## src/hdl/e2i_pkg.sv

```systemverilog
// Shared constants, types and tables for the epoch to ISO 8601 timestamp block.
package e2i_pkg;

    localparam int EPOCH_W = 38;
    localparam int NSEC_W  = 30;
    localparam int CHAR_W  = 7;

    localparam logic [EPOCH_W-1:0] MAX_EPOCH = 38'd253402300799;
    localparam logic [NSEC_W-1:0]  MAX_NSEC  = 30'd999999999;

    // day split: (secs >> 7) / 675
    localparam int DAY_SH  = 7;
    localparam int DAY_DIV = 675;
    localparam int DAY_K   = 31;
    localparam int DAY_M   = 3181457;
    localparam int EPOCH_OFF = 719162 + 307;

    localparam int H_MUL  = 100;
    localparam int H_SUB  = 25;
    localparam int A_DIV  = 3652425;
    localparam int A_M    = 146;
    localparam int A_K    = 29;
    localparam int Y_DIV  = 36525;
    localparam int Y_M    = 14698;
    localparam int Y_K    = 29;
    localparam int DAYS_YR = 365;
    localparam int MO_MUL = 535;
    localparam int MO_ADD = 48950;
    localparam int MO_SH  = 14;
    localparam int DY_MUL = 979;
    localparam int DY_SUB = 2918;
    localparam int DY_SH  = 5;

    localparam int HR_DIV = 3600;
    localparam int HR_M   = 36;
    localparam int HR_K   = 17;
    localparam int MI_DIV = 60;
    localparam int MI_M   = 68;
    localparam int MI_K   = 12;

    localparam int NS_SCALE = 1000000000;
    localparam int N_DIG    = 14;
    localparam int N_STAGE  = 17;

    localparam logic [CHAR_W-1:0] CH_ZERO  = 7'h30;
    localparam logic [CHAR_W-1:0] CH_DASH  = 7'h2D;
    localparam logic [CHAR_W-1:0] CH_T     = 7'h54;
    localparam logic [CHAR_W-1:0] CH_COLON = 7'h3A;
    localparam logic [CHAR_W-1:0] CH_DOT   = 7'h2E;
    localparam logic [CHAR_W-1:0] CH_DIGIT = 7'h00;

    localparam logic [4:0] POS_DOT  = 5'd19;
    localparam logic [4:0] POS_LAST = 5'd28;

    // fixed part of the text: separator or digit slot
    localparam logic [CHAR_W-1:0] FIXED_CHAR [0:18] = '{
        CH_DIGIT, CH_DIGIT, CH_DIGIT, CH_DIGIT, CH_DASH,
        CH_DIGIT, CH_DIGIT, CH_DASH, CH_DIGIT, CH_DIGIT, CH_T,
        CH_DIGIT, CH_DIGIT, CH_COLON, CH_DIGIT, CH_DIGIT, CH_COLON,
        CH_DIGIT, CH_DIGIT
    };
    localparam logic [3:0] DIG_IDX [0:18] = '{
        4'd0, 4'd1, 4'd2, 4'd3, 4'd0,
        4'd4, 4'd5, 4'd0, 4'd6, 4'd7, 4'd0,
        4'd8, 4'd9, 4'd0, 4'd10, 4'd11, 4'd0,
        4'd12, 4'd13
    };

    typedef struct packed {
        logic [N_DIG-1:0][3:0] dg;
        logic [NSEC_W-1:0]     ns;
    } dig_t;

    typedef struct packed {
        logic [EPOCH_W-1:0] secs;
        logic [NSEC_W-1:0]  ns;
        logic [30:0]        x;
        logic [6:0]         lo7;
        logic [21:0]        q;
        logic [21:0]        r;
        logic [16:0]        tod;
        logic [28:0]        h;
        logic [6:0]         aq;
        logic [6:0]         a;
        logic [28:0]        num;
        logic [13:0]        year;
        logic [8:0]         c;
        logic [3:0]         month;
        logic [4:0]         day;
        logic [4:0]         hh;
        logic [11:0]        remh;
        logic [5:0]         mm;
        logic [5:0]         ss;
        logic [3:0]         yth;
        logic [9:0]         yrem;
        logic [3:0]         yhu;
        logic [6:0]         y2;
        logic [N_DIG-1:0][3:0] dg;
    } pipe_t;

endpackage

```

## src/hdl/e2i_text_if.sv

```systemverilog
// Output channel: one ASCII character of the timestamp per item.
interface e2i_text_if
    import e2i_pkg::*;
();
    logic               valid;
    logic               ready;
    logic [CHAR_W-1:0]  text_char;
    logic               last_char;

    modport source (output valid, text_char, last_char, input ready);
    modport sink   (input valid, text_char, last_char, output ready);
endinterface

```

## src/hdl/e2i_ser.sv

```systemverilog
// Character serialiser: digits and fraction to ASCII text, one char per cycle while text does not stall.
module e2i_ser
    import e2i_pkg::*;
(
    input  logic        clk,
    input  logic        rst_n,
    input  logic        up_valid,
    output logic        up_ready,
    input  dig_t        up_data,
    e2i_text_if.source  text
);

    logic              busy_reg, busy_next;
    logic [4:0]        pos_reg, pos_next;
    dig_t              item_reg, item_next;
    logic [NSEC_W-1:0] frac_reg, frac_next;
    logic              out_valid_reg, out_valid_next;
    logic [CHAR_W-1:0] char_reg, char_next;
    logic              last_reg, last_next;

    logic              adv;
    logic              emit;
    logic [33:0]       tu;
    logic [3:0]        fd;
    logic [NSEC_W-1:0] frac_rem;
    logic [CHAR_W-1:0] cur_char;
    logic              cur_last;

    assign text.valid     = out_valid_reg;
    assign text.text_char = char_reg;
    assign text.last_char = last_reg;

    always_comb
    begin
        adv  = !out_valid_reg || text.ready;
        emit = busy_reg && adv;

        // next fraction digit: floor(10u / 1e9)
        tu = 34'(frac_reg) * 34'd10;
        fd = '0;
        for (int k = 1; k < 10; k++)
        begin
            if (tu >= 34'(k) * 34'(NS_SCALE))
                fd = 4'(k);
        end
        frac_rem = 30'(tu - 34'(fd) * 34'(NS_SCALE));

        if (pos_reg < POS_DOT)
        begin
            if (FIXED_CHAR[pos_reg] != CH_DIGIT)
                cur_char = FIXED_CHAR[pos_reg];
            else
                cur_char = CH_ZERO + 7'(item_reg.dg[DIG_IDX[pos_reg]]);
            cur_last = (pos_reg == POS_DOT - 5'd1) && (item_reg.ns == '0);
        end
        else if (pos_reg == POS_DOT)
        begin
            cur_char = CH_DOT;
            cur_last = 1'b0;
        end
        else
        begin
            cur_char = CH_ZERO + 7'(fd);
            cur_last = (frac_rem == '0);
        end

        up_ready = !busy_reg || (emit && cur_last);

        busy_next      = busy_reg;
        pos_next       = pos_reg;
        item_next      = item_reg;
        frac_next      = frac_reg;
        out_valid_next = out_valid_reg;
        char_next      = char_reg;
        last_next      = last_reg;

        if (emit)
        begin
            out_valid_next = 1'b1;
            char_next      = cur_char;
            last_next      = cur_last;
            pos_next       = pos_reg + 5'd1;
            if (pos_reg > POS_DOT)
                frac_next = frac_rem;
            if (cur_last)
                busy_next = 1'b0;
        end
        else if (adv)
        begin
            out_valid_next = 1'b0;
        end

        if (up_valid && up_ready)
        begin
            busy_next = 1'b1;
            pos_next  = '0;
            item_next = up_data;
            frac_next = up_data.ns;
        end
    end

    always_ff @(posedge clk or negedge rst_n)
    begin
        if (!rst_n)
        begin
            busy_reg      <= 1'b0;
            pos_reg       <= '0;
            out_valid_reg <= 1'b0;
        end
        else
        begin
            busy_reg      <= busy_next;
            pos_reg       <= pos_next;
            out_valid_reg <= out_valid_next;
        end
    end

    always_ff @(posedge clk)
    begin
        item_reg <= item_next;
        frac_reg <= frac_next;
        char_reg <= char_next;
        last_reg <= last_next;
    end

    a_pos_range: assert property (@(posedge clk) disable iff (!rst_n)
        busy_reg |-> (pos_reg <= POS_LAST))
        else $error("position past end of text");

    a_load: assert property (@(posedge clk) disable iff (!rst_n)
        (up_valid && up_ready) |=> (busy_reg && pos_reg == '0))
        else $error("item load did not restart text");

    a_frac_end: assert property (@(posedge clk) disable iff (!rst_n)
        (emit && pos_reg == POS_LAST) |-> (frac_rem == '0))
        else $error("fraction longer than nine digits");

    a_plain_end: assert property (@(posedge clk) disable iff (!rst_n)
        (emit && pos_reg == POS_DOT - 5'd1 && item_reg.ns == '0)
        |=> (out_valid_reg && last_reg))
        else $error("text without fraction not closed after seconds");

endmodule

```

## src/flat_wrapper.sv

```systemverilog
// flat-port wrapper written by rule: the top's interface ports become plain ports
module e2i_ser_flat import e2i_pkg::*;
  (clk, rst_n, up_valid, up_ready, up_data, text_valid, text_text_char, text_last_char, text_ready);
  e2i_text_if text_i ();
  input  logic clk;
  input  logic rst_n;
  input  logic up_valid;
  output logic up_ready;
  input  dig_t up_data;
  output wire logic [$bits(text_i.valid)-1:0] text_valid;
  output wire logic [$bits(text_i.text_char)-1:0] text_text_char;
  output wire logic [$bits(text_i.last_char)-1:0] text_last_char;
  input wire logic [$bits(text_i.ready)-1:0] text_ready;
  assign text_valid = text_i.valid;
  assign text_text_char = text_i.text_char;
  assign text_last_char = text_i.last_char;
  assign text_i.ready = text_ready;
  e2i_ser u_core (.clk(clk), .rst_n(rst_n), .up_valid(up_valid), .up_ready(up_ready), .up_data(up_data), .text(text_i));
endmodule
```

## config.mk

```make
export PLATFORM = sky130hd
export DESIGN_NAME = e2i_ser_flat
export DESIGN_NICKNAME = d
export VERILOG_FILES = /design/src/hdl/e2i_pkg.sv /design/src/hdl/e2i_text_if.sv /design/src/hdl/e2i_ser.sv /design/src/flat_wrapper.sv
export SDC_FILE = /design/constraint.sdc
export NUM_CORES = 1
export LEC_CHECK = 0
export BUFFER_PORTS_ARGS = -buffer_cell sky130_fd_sc_hd__buf_2
export CAP_MARGIN = 20
export CORE_ASPECT_RATIO = 0.6
export CORE_MARGIN = 2
export CORE_UTILIZATION = 55
export CTS_CLUSTER_DIAMETER = 30
export CTS_CLUSTER_SIZE = 24
export DETAILED_ROUTE_END_ITERATION = 12
export GPL_TIMING_DRIVEN = 0
export PLACE_DENSITY = 0.82
export SLEW_MARGIN = 5
export SYNTH_ARGS = -nofsm -noshare
export SYNTH_HDL_FRONTEND = slang
export SYNTH_SLANG_ARGS = --single-unit
```

## constraint.sdc

```tcl
create_clock -name clk -period 12.35 [get_ports clk]
set_input_delay 3.0875 -clock clk [delete_from_list [all_inputs] [get_ports clk]]
set_output_delay 3.0875 -clock clk [all_outputs]
set_load 0.02 [all_outputs]
```

==> impl_metrics.tcl <==
set metrics [dict create \
    holdPathStages 2 \
    worst-path-max-fanout 7 \
    drtAntennaViolNets 0 \
    viasPerCell 6.62 \
    drc 0 \
    ys_seq_elements 131 \
    setup_viol 1 \
    drive_gt1_share_pct 34.0 \
    wl_per_cell_um 22.5 \
    r2r_end "u_core.frac_reg[28]$_DFFE_PP_" \
    synth_nets 1303 \
    crit_type "reg -> out" \
    grt_max_degree 55 \
    antennaDiodeCount 0 \
    maxCapViolations 0 \
    htree_levels 4 \
    hold_buffers 0 \
    whs_ns 0.610 \
    die_y_um 113 \
    min_period_over_period_pct 103 \
    finalHoldViolations 0 \
    hold_path_end "u_core.text.valid$_DFFE_PN0P_" \
    fmaxAchievable_ghz 0.0783 \
    synthTopCellsByCount "edfxtp_1 (124), ha_1 (108), nand2_1 (88), nor2_1 (82), a21oi_1 (79)" \
    max_slew_margin_pct 28.6 \
    antenna_found_initial 0 \
    cpPeakStageDelay_ns 0.55 \
    drt-total-wl_um 35900 \
    fin_ws_ns -0.423 \
    synth_cell_types 95 \
    maxSlewViolCount 0 \
    grtUsageTotal_pct 32.7 \
    grt_pass1_wl_um 53500 \
    first_pass_iters 7 \
    clk_latency_ns 0.42 \
    yosysWarnings 0 \
    cp_common_cell "buf_4" \
    fin_skew_ns 0.0104 \
    reg2reg_depth 43 \
    outcome "complete, but fails checks" \
    synth_edf_count 124 \
    cp-end-kind "primary output" \
    rsz0062_at_grt "true" \
    fillCellCount 1242 \
    regToRegSetupSlack_ns 1.64 \
    cts_buffer_depth 2 \
    rr_startpoint "u_core.frac_reg[2]$_DFFE_PP_" \
    die-area_mm2 0.0211 \
    synth_area_leader_cell "edfxtp_1" \
    async_flop_share_pct 5.34 \
    die_w_um 186 \
    violations "negative setup slack" \
    cts_made_buffers 17 \
    portBuffers 99 \
    gp_congestion 0.983 \
    cp_data_arrival_time_ns 9.69 \
    ys_seq_area_share_pct 35.5 \
    yosysTopAreaCellShare_pct 33.9 \
    period_needed_ns 12.77 \
    clk_pin_slew_ns 0.06 \
    crit_slowest_cell "or4_1" \
    worstMarginPinSlew_ns 1.06 \
    cts_tree "yes" \
    row_count 39 \
    io_pins 100 \
    avgSynthCellArea_um2 9.98 \
    syn_area_mm2 0.0110 \
    via_count 10600 \
    crit_required_ns 9.26 \
    hpwl_um 24600 \
    synth_ff_type "edfxtp_1" \
    clockRootBuffer "clkbuf_16" \
    start_util_pct 56.9 \
    startpoint_type "flip-flop" \
    drt-initial-drc-count 1625 \
    crit_start "u_core.frac_reg[2]$_DFFE_PP_" \
    design.core.area_mm2 0.0193 \
    ys_top_cells_by_area "edfxtp_1 (34%), ha_1 (12%), a21oi_1 (3.6%)" \
    hp-start "u_core.text.valid$_DFFE_PN0P_" \
    hold_path.class "reg -> reg" \
    grt_pass1_vias 9682 \
    grt_overflow_total 0 \
    cts.sinks 131 \
    area_growth_pct 28.7 \
    syn_inst 1099 \
    synth_most_common_cell "edfxtp_1" \
    largest_reg_flops 86 \
    layout.nets 1522 \
]
## routing by layer
metal,GRT usage [%],vias up,part of all wire (%)
li1,-,4658,-
met1,49.2,5049,43
met2,47.9,735,41
met3,7.45,123,13
met4,7.52,0,3.0
met5,0,-,0
## logic make-up (layout without fill, tap and decap cells)
family                   after synthesis  in the layout  synth area share, %
XOR/XNOR                              49             49                 3.98
multiplexers                          59             59                 7.57
AO/OA/AOI/OAI                        297            297                 19.7
AND/OR/NAND/NOR                      353            353                 16.2
adder cells (fa/ha/maj)              115            115                 13.5
flip-flops                           131            131                 35.5
buffers and inverters                 95            327                 3.57
## cell usage in the layout, fill, tap and decap left out, drive strengths merged, types with 17 or more instances in the layout
cell and count:
xor2 19, mux2 20, ha 108, o21ai 52
nor3 24, edfxtp 124, inv 73, nand3 30
clkbuf 28, nand2 88, xnor2 30, a211oi 17
buf 220, a21oi 80, nand4 17, a21o 20
mux2i 27, nor2 82
## per-stage QoR
step	util, %	setup WS [ns]	instances	TNS (ns)	cell area (um^2)
6_report	73.3	-0.423	1597	-0.423	14100
5_1_grt	73.3	-0.565	1597	-0.565	14100
2_1_floorplan	-	0.297	1099	0	11000
3_3_place_gp	61.2	-1.35	1464	-89.39	11800
4_1_cts	70.3	0.00842	1576	0	13600
3_5_place_dp	61.5	-1.50	1466	-1.50	11900
## critical path: cells and delay by family, from the launching register on
kind,cells,cell delay [ns]
buffers and inverters,7,1.03
DFF,1,0.44
xor gates and xnor gates,2,0.37
adders and majority gates,6,1.70
AOI/OAI and AO/OA,19,4.36
and+or+nand+nor,6,1.33
## what timing repair did
| action | in CTS | in global routing |
|---|---|---|
| endpoints found under the setup margin | 1 | 1 |
| buffers inserted | 80 | 28 |
| endpoints found under the hold margin | 0 | 0 |
| resized for setup | 110 | 93 |
| pin swaps | 52 | 62 |
| cloned | 0 | 0 |
## worst max path at each step
stage	endpoint	cells past startpoint	slack [ns]
2_1_floorplan	up_ready	39	0.30
3_3_place_gp	up_ready	40	-1.35
3_5_place_dp	up_ready	38	-1.50
4_1_cts	up_ready	42	0.008
5_1_grt	up_ready	40	-0.56
6_report	up_ready	40	-0.42
## area by class of cell
class / count / area, um^2 / share of cell area, %
plain buffers: 28 / 146 / 1.04
repair buffers: 203 / 1330 / 9.42
inverters: 64 / 251 / 1.78
multi-input cells: 873 / 7600 / 53.8
flip-flops and latches: 131 / 3900 / 27.6
clock buffers: 17 / 425 / 3.01
well taps: 266 / 333 / 2.36
clock inverters: 15 / 140 / 0.992
Power is left out: the tool's default activity adds up to more than one toggle a clock period on the data nets, which glitch-free logic cannot reach.
